## config.mk

```make
export PLATFORM = sky130hd
export DESIGN_NAME = late_acceptance_search_step_top
export DESIGN_NICKNAME = d
export VERILOG_FILES = /design/src/design/lass_pkg.sv /design/src/design/lass_ctrl.sv /design/src/design/lass_datapath.sv /design/src/design/late_acceptance_search_step_top.sv
export SDC_FILE = /design/constraint.sdc
export NUM_CORES = 2
export LEC_CHECK = 0
export ABC_CLOCK_PERIOD_IN_PS = 4920
export BUFFER_PORTS_ARGS = -buffer_cell sky130_fd_sc_hd__buf_2
export CAP_MARGIN = 20
export CORE_MARGIN = 8
export CORE_UTILIZATION = 59
export CTS_BUF_LIST = sky130_fd_sc_hd__clkbuf_4
export CTS_CLUSTER_DIAMETER = 200
export DETAILED_ROUTE_END_ITERATION = 10
export PLACE_DENSITY = 0.77
export SLEW_MARGIN = 30
export SYNTH_ARGS = -nofsm -noshare
export SYNTH_HDL_FRONTEND = slang
export SYNTH_SLANG_ARGS = --single-unit
```

## constraint.sdc

```tcl
create_clock -name clk -period 4.92 [get_ports clk]
set_input_delay 0.984 -clock clk [delete_from_list [all_inputs] [get_ports clk]]
set_output_delay 0.984 -clock clk [all_outputs]
set_load 0.03 [all_outputs]
```

## src/design/lass_pkg.sv

```systemverilog
// Shared constants, types and controller interface of the late acceptance search step.
package lass_pkg;

	localparam int HIST_DEPTH = 16;
	localparam int HIST_AW    = (HIST_DEPTH > 1) ? $clog2(HIST_DEPTH) : 1;
	localparam int CNT_W      = $clog2(HIST_DEPTH + 1);
	localparam int COST_W     = 32;
	localparam int TENTHS_W   = 36;
	localparam int LEN_W      = 5;
	localparam int BEST_W     = 33;
	localparam int DIV_BIT_W  = $clog2(COST_W);
	localparam int IN_W       = 32;
	localparam int OUT_W      = 104;
	localparam int CFG_AW     = 2;
	localparam int CFG_DW     = 32;

	typedef enum logic [CFG_AW-1:0] {
		CFG_HISTORY_LEN = 2'd0,
		CFG_MAX_EVALS   = 2'd1,
		CFG_SAVE_PERIOD = 2'd2
	} cfg_idx_t;

	typedef enum logic [2:0] {
		ST_IDLE,
		ST_FILL,
		ST_DIV,
		ST_READ,
		ST_DECIDE,
		ST_SCAN,
		ST_SCAN_DONE
	} state_t;

	// Commands from the controller to the datapath.
	typedef struct packed {
		logic accept;
		logic fill;
		logic div_step;
		logic read_slot;
		logic decide;
		logic scan_step;
		logic scan_done;
	} cmd_t;

	// Status from the datapath to the controller.
	typedef struct packed {
		logic started;
		logic dirty;
		logic fill_last;
		logic div_last;
		logic out_free;
		logic rescan;
		logic scan_last;
	} sts_t;

endpackage

```

## src/design/lass_ctrl.sv

```systemverilog
// Controller state machine of the late acceptance search step.
module lass_ctrl (
	input  logic          clk,
	input  logic          arst_n,
	input  logic          in_valid,
	output logic          in_ready,
	input  lass_pkg::sts_t sts,
	output lass_pkg::cmd_t cmd
);
	import lass_pkg::*;

	state_t state_q;
	state_t state_d;

	always_ff @(posedge clk or negedge arst_n) begin
		if (!arst_n) begin
			state_q <= ST_IDLE;
		end else begin
			state_q <= state_d;
		end
	end

	always_comb begin
		state_d  = state_q;
		cmd      = '0;
		in_ready = 1'b0;
		unique case (state_q)
			ST_IDLE: begin
				in_ready = 1'b1;
				if (in_valid) begin
					cmd.accept = 1'b1;
					if (!sts.started) begin
						state_d = ST_FILL;
					end else if (sts.dirty) begin
						state_d = ST_DIV;
					end else begin
						state_d = ST_DECIDE;
					end
				end
			end
			ST_FILL: begin
				cmd.fill = 1'b1;
				if (sts.fill_last) begin
					state_d = sts.dirty ? ST_DIV : ST_READ;
				end
			end
			ST_DIV: begin
				cmd.div_step = 1'b1;
				if (sts.div_last) begin
					state_d = ST_READ;
				end
			end
			ST_READ: begin
				cmd.read_slot = 1'b1;
				state_d       = ST_DECIDE;
			end
			ST_DECIDE: begin
				if (sts.out_free) begin
					cmd.decide = 1'b1;
					state_d    = sts.rescan ? ST_SCAN : ST_IDLE;
				end
			end
			ST_SCAN: begin
				cmd.scan_step = 1'b1;
				if (sts.scan_last) begin
					state_d = ST_SCAN_DONE;
				end
			end
			ST_SCAN_DONE: begin
				cmd.scan_done = 1'b1;
				state_d       = ST_IDLE;
			end
			default: begin
				state_d = ST_IDLE;
			end
		endcase
	end

endmodule

```

## src/design/lass_datapath.sv

```systemverilog
// Datapath of the late acceptance search step: registers, history memory and result register.
module lass_datapath (
	input  logic                          clk,
	input  logic                          arst_n,
	input  logic                          cfg_we,
	input  logic [lass_pkg::CFG_AW-1:0]   cfg_addr,
	input  logic [lass_pkg::CFG_DW-1:0]   cfg_data,
	input  logic [lass_pkg::IN_W-1:0]     in_data,
	output logic                          out_valid,
	input  logic                          out_ready,
	output logic [lass_pkg::OUT_W-1:0]    out_data,
	input  lass_pkg::cmd_t                cmd,
	output lass_pkg::sts_t                sts
);
	import lass_pkg::*;

	// Configuration registers.
	logic [LEN_W-1:0]  hist_len_q;
	logic [COST_W-1:0] max_evals_q;
	logic [COST_W-1:0] save_period_q;
	logic              dirty_q;

	// Search state.
	logic [TENTHS_W-1:0] limit_q;
	logic [CNT_W-1:0]    limit_cnt_q;
	logic [COST_W-1:0]   current_q;
	logic [BEST_W-1:0]   best_q;
	logic [HIST_AW-1:0]  slot_ptr_q;
	logic [COST_W-1:0]   evals_q;
	logic [COST_W-1:0]   rem_q;
	logic [DIV_BIT_W-1:0] div_bit_q;
	logic                started_q;

	// Item under work.
	logic [COST_W-1:0]   cost_q;
	logic [TENTHS_W-1:0] tenths_q;

	// Fill and rescan.
	logic [HIST_AW-1:0]  fill_idx_q;
	logic [HIST_AW-1:0]  scan_idx_q;
	logic [TENTHS_W-1:0] top_q;
	logic [CNT_W-1:0]    top_cnt_q;

	// History memory.
	logic [TENTHS_W-1:0] mem [HIST_DEPTH];
	logic [TENTHS_W-1:0] rd_q;
	logic                mem_we;
	logic [HIST_AW-1:0]  mem_wa;
	logic [TENTHS_W-1:0] mem_wd;
	logic                mem_re;
	logic [HIST_AW-1:0]  mem_ra;

	// Result register.
	logic              out_valid_q;
	logic [OUT_W-1:0]  out_data_q;

	// Combinational helpers.
	logic [CNT_W-1:0]    n_used;
	logic [HIST_AW-1:0]  slot;
	logic [CNT_W-1:0]    slot_inc;
	logic [HIST_AW-1:0]  slot_next;
	logic [TENTHS_W-1:0] in_tenths;
	logic [TENTHS_W-1:0] in_limit;
	logic [COST_W-1:0]   in_cost;
	logic                acc;
	logic                better;
	logic                grow;
	logic                shrink;
	logic                hit_top;
	logic [CNT_W-1:0]    cnt_after;
	logic [COST_W-1:0]   cur_after;
	logic [BEST_W-1:0]   best_after;
	logic                autosave;
	logic                finished;
	logic [COST_W:0]     div_t;
	logic [COST_W:0]     div_sub;
	logic [TENTHS_W-1:0] top_next;
	logic [CNT_W-1:0]    top_cnt_next;

	assign in_cost   = in_data[COST_W-1:0];
	assign in_tenths = {1'b0, in_cost, 3'b000} + {3'b000, in_cost, 1'b0};
	assign in_limit  = {1'b0, in_cost, 3'b000} + {3'b000, in_cost, 1'b0}
		+ {4'b0000, in_cost};

	// A length of zero acts as one slot, and any length beyond the depth as the full depth.
	always_comb begin
		if (hist_len_q == '0) begin
			n_used = CNT_W'(1);
		end else if (32'(hist_len_q) > 32'(HIST_DEPTH)) begin
			n_used = CNT_W'(HIST_DEPTH);
		end else begin
			n_used = CNT_W'(hist_len_q);
		end
	end

	// A pointer left beyond a shortened list restarts at the first slot.
	assign slot      = (CNT_W'(slot_ptr_q) >= n_used) ? '0 : slot_ptr_q;
	assign slot_inc  = CNT_W'(slot) + CNT_W'(1);
	assign slot_next = (slot_inc >= n_used) ? '0 : slot_inc[HIST_AW-1:0];

	// Acceptance decision on the slot value read from the history.
	assign acc        = (cost_q == current_q) || (tenths_q < limit_q);
	assign better     = {1'b0, cost_q} < best_q;
	assign grow       = tenths_q > rd_q;
	assign shrink     = (tenths_q < rd_q) && (cost_q < current_q);
	assign hit_top    = (rd_q == limit_q) && (limit_cnt_q != '0);
	assign cnt_after  = hit_top ? limit_cnt_q - CNT_W'(1) : limit_cnt_q;
	assign cur_after  = acc ? cost_q : current_q;
	assign best_after = (acc && better) ? {1'b0, cost_q} : best_q;
	assign autosave   = (save_period_q != '0) && (rem_q == '0);
	assign finished   = evals_q >= max_evals_q;

	// One step of the restoring remainder of the evaluation count by the save period.
	assign div_t   = {rem_q, evals_q[div_bit_q]};
	assign div_sub = div_t - {1'b0, save_period_q};

	// Running maximum and its count over the history during a rescan.
	always_comb begin
		top_next     = top_q;
		top_cnt_next = top_cnt_q;
		if (rd_q > top_q) begin
			top_next     = rd_q;
			top_cnt_next = CNT_W'(1);
		end else if (rd_q == top_q) begin
			top_cnt_next = top_cnt_q + CNT_W'(1);
		end
	end

	// Memory port selection.
	always_comb begin
		mem_we = 1'b0;
		mem_wa = slot;
		mem_wd = tenths_q;
		mem_re = 1'b0;
		mem_ra = slot;
		if (cmd.fill) begin
			mem_we = 1'b1;
			mem_wa = fill_idx_q;
			mem_wd = limit_q;
		end else if (cmd.decide) begin
			mem_we = acc && (grow || shrink);
		end
		if (cmd.accept || cmd.read_slot) begin
			mem_re = 1'b1;
		end else if (cmd.scan_step) begin
			mem_re = 1'b1;
			mem_ra = scan_idx_q;
		end
	end

	always_ff @(posedge clk) begin
		if (mem_we) begin
			mem[mem_wa] <= mem_wd;
		end
		if (mem_re) begin
			rd_q <= mem[mem_ra];
		end
	end

	// Item payload and rescan accumulators.
	always_ff @(posedge clk) begin
		if (cmd.accept) begin
			cost_q   <= in_cost;
			tenths_q <= in_tenths;
		end
		if (cmd.decide) begin
			top_q     <= '0;
			top_cnt_q <= '0;
		end else if (cmd.scan_step && scan_idx_q != '0) begin
			top_q     <= top_next;
			top_cnt_q <= top_cnt_next;
		end
		if (cmd.decide) begin
			out_data_q <= {4'b0000, evals_q, best_after[COST_W-1:0], cur_after,
				finished, autosave, acc && better, acc};
		end
	end

	always_ff @(posedge clk or negedge arst_n) begin
		if (!arst_n) begin
			hist_len_q    <= LEN_W'(16);
			max_evals_q   <= '0;
			save_period_q <= '0;
			dirty_q       <= 1'b0;
			limit_q       <= '1;
			limit_cnt_q   <= '0;
			current_q     <= '1;
			best_q        <= {1'b1, {COST_W{1'b0}}};
			slot_ptr_q    <= '0;
			evals_q       <= '0;
			rem_q         <= '0;
			div_bit_q     <= '0;
			started_q     <= 1'b0;
			fill_idx_q    <= '0;
			scan_idx_q    <= '0;
			out_valid_q   <= 1'b0;
		end else begin
			if (cfg_we) begin
				unique case (cfg_addr)
					CFG_HISTORY_LEN: hist_len_q <= cfg_data[LEN_W-1:0];
					CFG_MAX_EVALS:   max_evals_q <= cfg_data;
					CFG_SAVE_PERIOD: begin
						save_period_q <= cfg_data;
						dirty_q       <= 1'b1;
					end
					default: ;
				endcase
			end

			if (cmd.accept) begin
				if (evals_q != '1) begin
					evals_q <= evals_q + COST_W'(1);
					if (!dirty_q) begin
						rem_q <= (rem_q + COST_W'(1) == save_period_q) ? '0
							: rem_q + COST_W'(1);
					end
				end
				if (dirty_q) begin
					rem_q     <= '0;
					div_bit_q <= DIV_BIT_W'(COST_W - 1);
				end
				if (!started_q) begin
					limit_q     <= in_limit;
					current_q   <= in_cost;
					limit_cnt_q <= n_used;
					started_q   <= 1'b1;
				end
				fill_idx_q <= '0;
			end

			if (cmd.fill) begin
				fill_idx_q <= fill_idx_q + HIST_AW'(1);
			end

			if (cmd.div_step) begin
				rem_q     <= div_sub[COST_W] ? div_t[COST_W-1:0] : div_sub[COST_W-1:0];
				div_bit_q <= div_bit_q - DIV_BIT_W'(1);
				if (div_bit_q == '0) begin
					dirty_q <= 1'b0;
				end
			end

			if (cmd.decide) begin
				current_q  <= cur_after;
				best_q     <= best_after;
				slot_ptr_q <= slot_next;
				scan_idx_q <= '0;
				if (acc && !grow && shrink) begin
					limit_cnt_q <= cnt_after;
				end
			end

			if (cmd.scan_step) begin
				scan_idx_q <= scan_idx_q + HIST_AW'(1);
			end

			if (cmd.scan_done) begin
				limit_q     <= top_next;
				limit_cnt_q <= top_cnt_next;
			end

			if (cmd.decide) begin
				out_valid_q <= 1'b1;
			end else if (out_ready) begin
				out_valid_q <= 1'b0;
			end
		end
	end

	assign out_valid = out_valid_q;
	assign out_data  = out_data_q;

	assign sts.started   = started_q;
	assign sts.dirty     = dirty_q;
	assign sts.fill_last = fill_idx_q == HIST_AW'(HIST_DEPTH - 1);
	assign sts.div_last  = div_bit_q == '0;
	assign sts.out_free  = !out_valid_q || out_ready;
	assign sts.rescan    = acc && !grow && shrink && (cnt_after == '0);
	assign sts.scan_last = CNT_W'(scan_idx_q) == n_used - CNT_W'(1);

endmodule

```

## src/design/late_acceptance_search_step_top.sv

```systemverilog
// Top level of the late acceptance search step: controller and datapath.
//
//  Channel   Direction  Handshake                  Payload
//  s_axis    in         s_axis_tvalid/tready       tdata[31:0] cost
//  m_axis    out        m_axis_tvalid/tready       tdata[103:0] flags, costs, count
//  cfg       in         cfg_valid/cfg_ready        cfg_addr register index, cfg_data
//
// An item's cost is taken while its history slot is read, then the decision writes the
// result register, and the slot if an accepted cost grows or shrinks it. The first item
// after reset also fills and rereads the history; the first after a save period write
// also runs the bit-serial remainder of the evaluation count and a reread. A rescan for a
// new maximum reads the slots in use. Reset clears all control state. A stalled result
// holds the decision, so one further cost is taken; configuration is always taken.
module late_acceptance_search_step_top (
	input  logic                          clk,
	input  logic                          arst_n,
	input  logic                          s_axis_tvalid,
	output logic                          s_axis_tready,
	// [31:0] cost
	input  logic [lass_pkg::IN_W-1:0]     s_axis_tdata,
	output logic                          m_axis_tvalid,
	input  logic                          m_axis_tready,
	// [0] accepted, [1] improved, [2] autosave, [3] finished,
	// [35:4] current_cost_out, [67:36] best_cost_out, [99:68] eval_count, rest zero
	output logic [lass_pkg::OUT_W-1:0]    m_axis_tdata,
	input  logic                          cfg_valid,
	output logic                          cfg_ready,
	input  logic [lass_pkg::CFG_AW-1:0]   cfg_addr,
	input  logic [lass_pkg::CFG_DW-1:0]   cfg_data
);
	import lass_pkg::*;

	cmd_t cmd;
	sts_t sts;

	// Registers are plain flops, so a write is always taken.
	assign cfg_ready = 1'b1;

	lass_ctrl u_ctrl (
		.clk      (clk),
		.arst_n   (arst_n),
		.in_valid (s_axis_tvalid),
		.in_ready (s_axis_tready),
		.sts      (sts),
		.cmd      (cmd)
	);

	lass_datapath u_datapath (
		.clk       (clk),
		.arst_n    (arst_n),
		.cfg_we    (cfg_valid),
		.cfg_addr  (cfg_addr),
		.cfg_data  (cfg_data),
		.in_data   (s_axis_tdata),
		.out_valid (m_axis_tvalid),
		.out_ready (m_axis_tready),
		.out_data  (m_axis_tdata),
		.cmd       (cmd),
		.sts       (sts)
	);

endmodule
```

# [Yosys cells after proc, flatten, opt, wreduce, memory -nomap -nowiden]
# Memory sizes are Yosys's and may differ from the RTL's. A register that Yosys moved wholly into a read port is not among the register bits.
# Index checks and enable logic that the tools add are counted.
# W data, S select, Z words.
[classes] addsub=12 magnitude_cmp=11 eq_ne=22 mux=72 n_reduce_logical=42
[op_table] operator="$mux W32" count=11
[op_table] operator="$mux W36" count=5
[op_table] operator="$eq A36 B36 Y1" count=2
[op_table] operator="$gt A36 B36 Y1" count=2
[op_table] operator="$lt A36 B36 Y1" count=2
[op_table] operator="$mux W5" count=13
[op_table] operator="$add A32 B1 Y32 const B" count=2
[op_table] operator="$eq A32 B32 Y1" count=2
[op_table] operator="$add A35 B33 Y36" count=1
[op_table] operator="$add A36 B32 Y36" count=1
[op_table] operator="$mux W4" count=9
[op_table] operator="$lt A32 B33 Y1" count=1
[op_table] operator="$sub A33 B32 Y33" count=1
[op_table] operator="$ge A32 B32 Y1" count=1
[op_table] operator="$logic_not A32 Y1" count=1
[op_table] operator="$lt A32 B32 Y1" count=1
[op_table] operator="$ne A32 B32 Y1 const B" count=1
[op_table] operator="$reduce_bool A32 Y1" count=1
[op_table] operator="$mux W1" count=24
[op_table] operator="$mux W3" count=8
[op_table] operator="$pmux W3 S6" count=1
[op_table] operator="$reduce_and A2 Y1" count=9
[op_table] operator="$logic_not A5 Y1" count=3
[op_table] operator="$sub A5 B1 Y5 const B" count=3
[op_table] operator="other kinds (26)" count=54
[totals] reg_bits=471 ramBits=576 inputBits=71 out_inout_bits=107 word_cells=183 mem_count=1
[memory_table] memory="u_datapath.mem" words=16 word_bits=36 read_ports=1 rd_clocked_by_memory_dff=1 wr=1 line="lass_datapath.sv:45" source="logic [TENTHS_W-1:0] mem [HIST_DEPTH];"

# [Logic depth before layout (Yosys ltp)]
[logic_depth] word_depth=8 ltp_mapped=26 depth_no_buf=26

# [Cells and area by module]
# A second synthesis with hierarchy kept.
[unflattened] cells_unflattened=4791 hier_area_um2=55772.2
[by_module_without_submodules] mod="lass_datapath" n_inst=1 cells_each=4752 area_each_um2=55451.9 seq_area_each_um2=30722.0
[by_module_without_submodules] mod="lass_ctrl" n_inst=1 cells_each=37 area_each_um2=309.0 seq_area_each_um2=75.1
[by_module_without_submodules] mod="late_acceptance_search_step_top" n_inst=1 cells_each=2 area_each_um2=11.3 seq_area_each_um2=0.0

# [Worst setup path after synthesis]
# No wires, ideal clock.
[synth_timing] kind="input port to flip-flop" from="input s_axis_tdata[0] in the netlist's numbering" to="register u_datapath.limit_q[32]" setup_time_ns=0.083 arrival_ns=5.028 path_slack_ns=-0.191 path_stages=23 path_cell_list="ha_1 > inv_1 > fa_1 > nor2b_1 > o21a_1 > a311oi_1 > o21ai_0 > a21o_1 > a21oi_1 > xnor2_1 > ha_1 > clkbuf_1 > a21oi_1 > o21ai_0 > a221o_1 > a21oi_1 > o31ai_1 > and4_1 > o41ai_1 > a21oi_1 > nor2_1 > xnor2_1 > a221o_1"
[synth_between] elab_chain_cells=5
[synth_rtl] element="start: declaration" line="late_acceptance_search_step_top.sv:20" source="input logic [lass_pkg::IN_W-1:0] s_axis_tdata,"
[synth_rtl] element="$add A35 B33 Y36"
[synth_rtl] element="named net u_datapath.in_tenths[13]" line="lass_datapath.sv:62" source="logic [TENTHS_W-1:0] in_tenths;"
[synth_rtl] element="$add A36 B32 Y36" line="lass_datapath.sv:83" source="+ {4'b0000, in_cost};"
[synth_rtl] element="$mux W36" line="lass_datapath.sv:222" source="if (!started_q) begin"
[synth_rtl] element="$mux W36" line="lass_datapath.sv:210" source="if (cmd.accept) begin"
[synth_rtl] element="$mux W36" line="lass_datapath.sv:257" source="if (cmd.scan_done) begin"
[synth_rtl] element="end signal: assignment" line="lass_datapath.sv:223" source="limit_q <= in_limit;"
[synth_rtl] element="end signal: assignment" line="lass_datapath.sv:258" source="limit_q <= top_next;"
[synth_rtl] element="end: declaration" line="lass_datapath.sv:24" source="logic [TENTHS_W-1:0] limit_q;"
# The timed path passes the listed nets, and every way through them passes these cells. The select of a mux whose other input is x is not followed.
# A chain may end at the register's enable or synchronous reset.

# [Final worst setup path]
[layout_timing] from="input s_axis_tdata[4] in the netlist's numbering" to="register u_datapath.limit_q[34]"
# The elaborated chain is that of the path after synthesis.

==> impl_metrics.json <==
{
  "crit_fanout": 5,
  "synth_area_leaders": "edfxtp_1, dfrtp_1, ha_1",
  "yosysTopAreaCell": "edfxtp_1",
  "clock_skew_ns": 0.168,
  "grt_start_max_net_pins": 94,
  "io_buffers": 172,
  "slew_viol_final": 0,
  "wl_per_cell_um": 21.3,
  "finalCritPeriodShare_pct": 96.5,
  "async_flop_share_pct": 24.3,
  "synth-edff-count": 777,
  "die_h_um": 323,
  "worst_slew_pin_slew_ns": 0.946,
  "cts_root_buffer": "clkbuf_4",
  "first_pass_iters": 6,
  "globalplace.congestion": 0.962,
  "yosysWarnings": 0,
  "seq_area_frac_synth_pct": 55.5,
  "synth.distinct_cells": 93,
  "clk_pin_slew_ns": 0.07,
  "layout-drive-gt1-share_pct": 21.2,
  "first_iter_violations": 5046,
  "grt_usage_pct": 29.1,
  "worstSetupPathType": "in -> reg",
  "cts_buffer_depth": 4,
  "min_period_ns": 4.75,
  "io-pin-count": 178,
  "core_mm2": 0.0933,
  "clock_latency_ns": 1.23,
  "final_cells": 7254,
  "synth_area_mm2": 0.0555,
  "setup_viol": 0,
  "hold_viol_final": 0,
  "routed_wl_um": 155000,
  "dp_cells": 6710,
  "utilization_pct": 68.9,
  "nNetsFinal": 6181,
  "vias_per_cell": 6.03,
  "max_slew_margin_pct": 36.9,
  "htree_levels": 5,
  "hold_path_class": "in -> reg",
  "synth_cells": 5190,
  "cp.arrival_ns": 5.76,
  "ir_drop_uv": 455,
  "syn_avg_cell_area_um2": 10.7,
  "drc": 0,
  "vias": 43700,
  "hold-worst-slack_ns": 0.120,
  "hpwlAfterDp_um": 103000,
  "grt.overflow.total": 0,
  "ys_ff_latch": 1080,
  "syn_to_final_growth_pct": 15.8,
  "num_rows": 112,
  "grt_pass1_vias": 42600,
  "p_per_area_mw_per_mm2": 619,
  "grt_pass1_wl_um": 239000,
  "detail-route-antenna-nets": 0,
  "worstPathRequired_ns": 5.93,
  "drv_cap": 0,
  "start_util_pct": 59.5,
  "numCtsBuffers": 303,
  "p_leak_uw": 0.0267,
  "fmax_ghz": 0.211,
  "synth_top_area_share_pct": 42.0,
  "fp.dieArea_mm2": 0.104,
  "status": "finished, final reports clean",
  "clkSinkCount": 1080,
  "synthFlopType": "edfxtp_1",
  "startpoint_type": "input pin",
  "die_w_um": 323,
  "report.power.total_uw": 39800,
  "antenna_found_initial": 12,
  "cp-end-kind": "register",
  "tns_ns": 0,
  "cts_tree": "yes"
}
[worst max-delay path: stages]
cell and delay, ns:
dlygate4sd3_1 0.57, buf_2 0.17, ha_1 0.29, nor2b_1 0.13, o21a_1 0.20, a311oi_4 0.35, a31oi_2 0.18, nand2_1 0.09
nand2_1 0.07, a21oi_2 0.18, nand2b_4 0.15, o21ai_0 0.07, a211oi_1 0.23, nor2_1 0.09, ha_1 0.36, a21o_1 0.17
a21oi_1 0.14, o21ai_0 0.14, and3_1 0.22, o41ai_1 0.33, a21oi_1 0.15, o211ai_1 0.23, xnor2_1 0.15, o221ai_1 0.12
[Yosys cell counts (9+ instances only)]
master,instances
nand2_1,954
edfxtp_1,777
ha_1,315
nor2_1,290
inv_1,287
o21ai_0,241
a21oi_1,220
nand3_1,213
clkbuf_1,198
dfrtp_1,192
mux2_2,135
xnor2_1,130
a31oi_1,122
and3_1,99
a21o_1,94
nand4_1,78
dfstp_2,70
xor2_1,64
nor3_1,52
a221o_1,48
nand2b_1,44
dfxtp_1,41
nor2b_1,41
o22ai_1,41
nor4_1,35
a22oi_1,32
a211oi_1,30
buf_2,23
o211ai_1,23
o21a_1,23
buf_4,19
a211o_1,15
or3_1,14
and2_1,12
o31ai_1,12
buf_1,11
mux4_2,10
nor3b_1,10
o21bai_1,10
o221ai_1,10
mux2i_1,9
or2_2,9
[registers in the layout, summed over array words and instances, names as in the netlist, 5 cells and up]
name / flops
u_datapath.limit_q: 36
u_datapath.rem_q: 32
u_datapath.tenths_q: 33
u_datapath.div_bit_q: 5
u_datapath.mem: 576
u_datapath.limit_cnt_q: 5
u_datapath.top_cnt_q: 5
u_datapath.cost_q: 32
u_datapath.save_period_q: 32
u_datapath.best_q: 33
u_datapath.rd_q: 36
u_datapath.out_data: 100
u_datapath.evals_q: 32
u_datapath.current_q: 32
u_datapath.max_evals_q: 32
u_datapath.top_q: 36
u_datapath.hist_len_q: 5
[metal layers]
layer  vias up  wire (µm)  global-route usage (%)
li1      20100          -                       -
met1     21000      63000                    39.6
met2      2227      71100                    45.8
met3       404      14800                    5.81
met4         0       5710                    12.3
met5         -          0                       0
[kinds of logic (layout without fill, tap and decap cells)]
logic type / count (synthesis) / after routing / synth area share (%)
compound gates: 1001 / 1001 / 11.6
xor+xnor: 195 / 195 / 3.10
fa+ha+maj: 319 / 319 / 7.22
buf+inv: 540 / 1337 / 3.84
flops: 1080 / 1080 / 55.5
mux: 154 / 154 / 3.31
other cells: 2 / 15 / 0.0135
simple gates: 1899 / 1899 / 15.5
[report_power, final]
part	internal [µW]	total [µW]	switching [µW]
Sequential	13000	14500	1520
Combinational	6400	17100	10700
Clock	4340	8130	3780
[placed cells by master, fill, tap and decap left out, types with 14 or more instances in the layout]
cell / instances
buf_2: 172
o21a_1: 22
clkbuf_4: 412
and3_1: 99
or3_1: 14
dfstp_2: 70
edfxtp_1: 777
ha_1: 313
xnor2_1: 130
nor4_1: 35
nor2b_1: 40
dfxtp_1: 41
nand3_1: 212
a211oi_1: 30
nor3_1: 51
a21oi_1: 217
o21ai_0: 233
dfrtp_1: 190
nand4_1: 78
nand2b_1: 41
nor2_1: 269
a21o_1: 93
a22oi_1: 32
a221o_1: 48
o22ai_1: 41
xor2_1: 63
mux2_2: 135
clkinv_2: 18
a31oi_1: 121
o211ai_1: 23
nand2_1: 952
nor2_4: 21
buf_4: 313
dlygate4sd3_1: 25
inv_1: 286
clkinv_1: 57
a211o_1: 15
buf_12: 33
[what timing repair did]
item                                    in CTS  in global routing
hold endpoints to repair                   113                  0
pin swaps                                    0                  6
endpoints found under the setup margin      22                 39
buffers inserted                             1                  5
hold buffers                                25                  0
gates resized for setup                      4                 15
[stage by stage]
step / area, µm² / setup WS [ns]
floorplan: 55500 / -0.0159
global placement: 60200 / -0.406
detailed placement: 60200 / -0.488
CTS: 64200 / 0.0118
global route: 64300 / -0.00508
finish: 64300 / 0.174
[worst paths after layout]
kind | startpoint | endpoint | slack (ns) | cells past startpoint
setup / recovery | s_axis_tdata[4] | u_datapath.limit_q[34] | 0.17 | 24
hold / removal | cfg_data[8] | u_datapath.max_evals_q[8] | 0.12 | 2
setup reg to reg | u_datapath.div_bit_q[0] | u_datapath.rem_q[0] | 0.18 | 19
hold reg to reg | u_datapath.top_q[6] | u_datapath.limit_q[6] | 0.49 | 2
max in group asynchronous | arst_n | u_datapath.best_q[14] | 3.27 | 3
min in group asynchronous | arst_n | u_datapath.max_evals_q[16] | 0.42 | 2
[layout make-up]
class,count,area (µm²)
fillers,6858,29000
inverters,288,1090
clock buffers,412,3090
well taps,1254,1570
clock inverters,91,614
repair buffers,546,4180
flip-flops and latches,1080,30800
diodes,10,25.0
multi-input cells,3573,22900
Power figures use the tool's default switching activity.
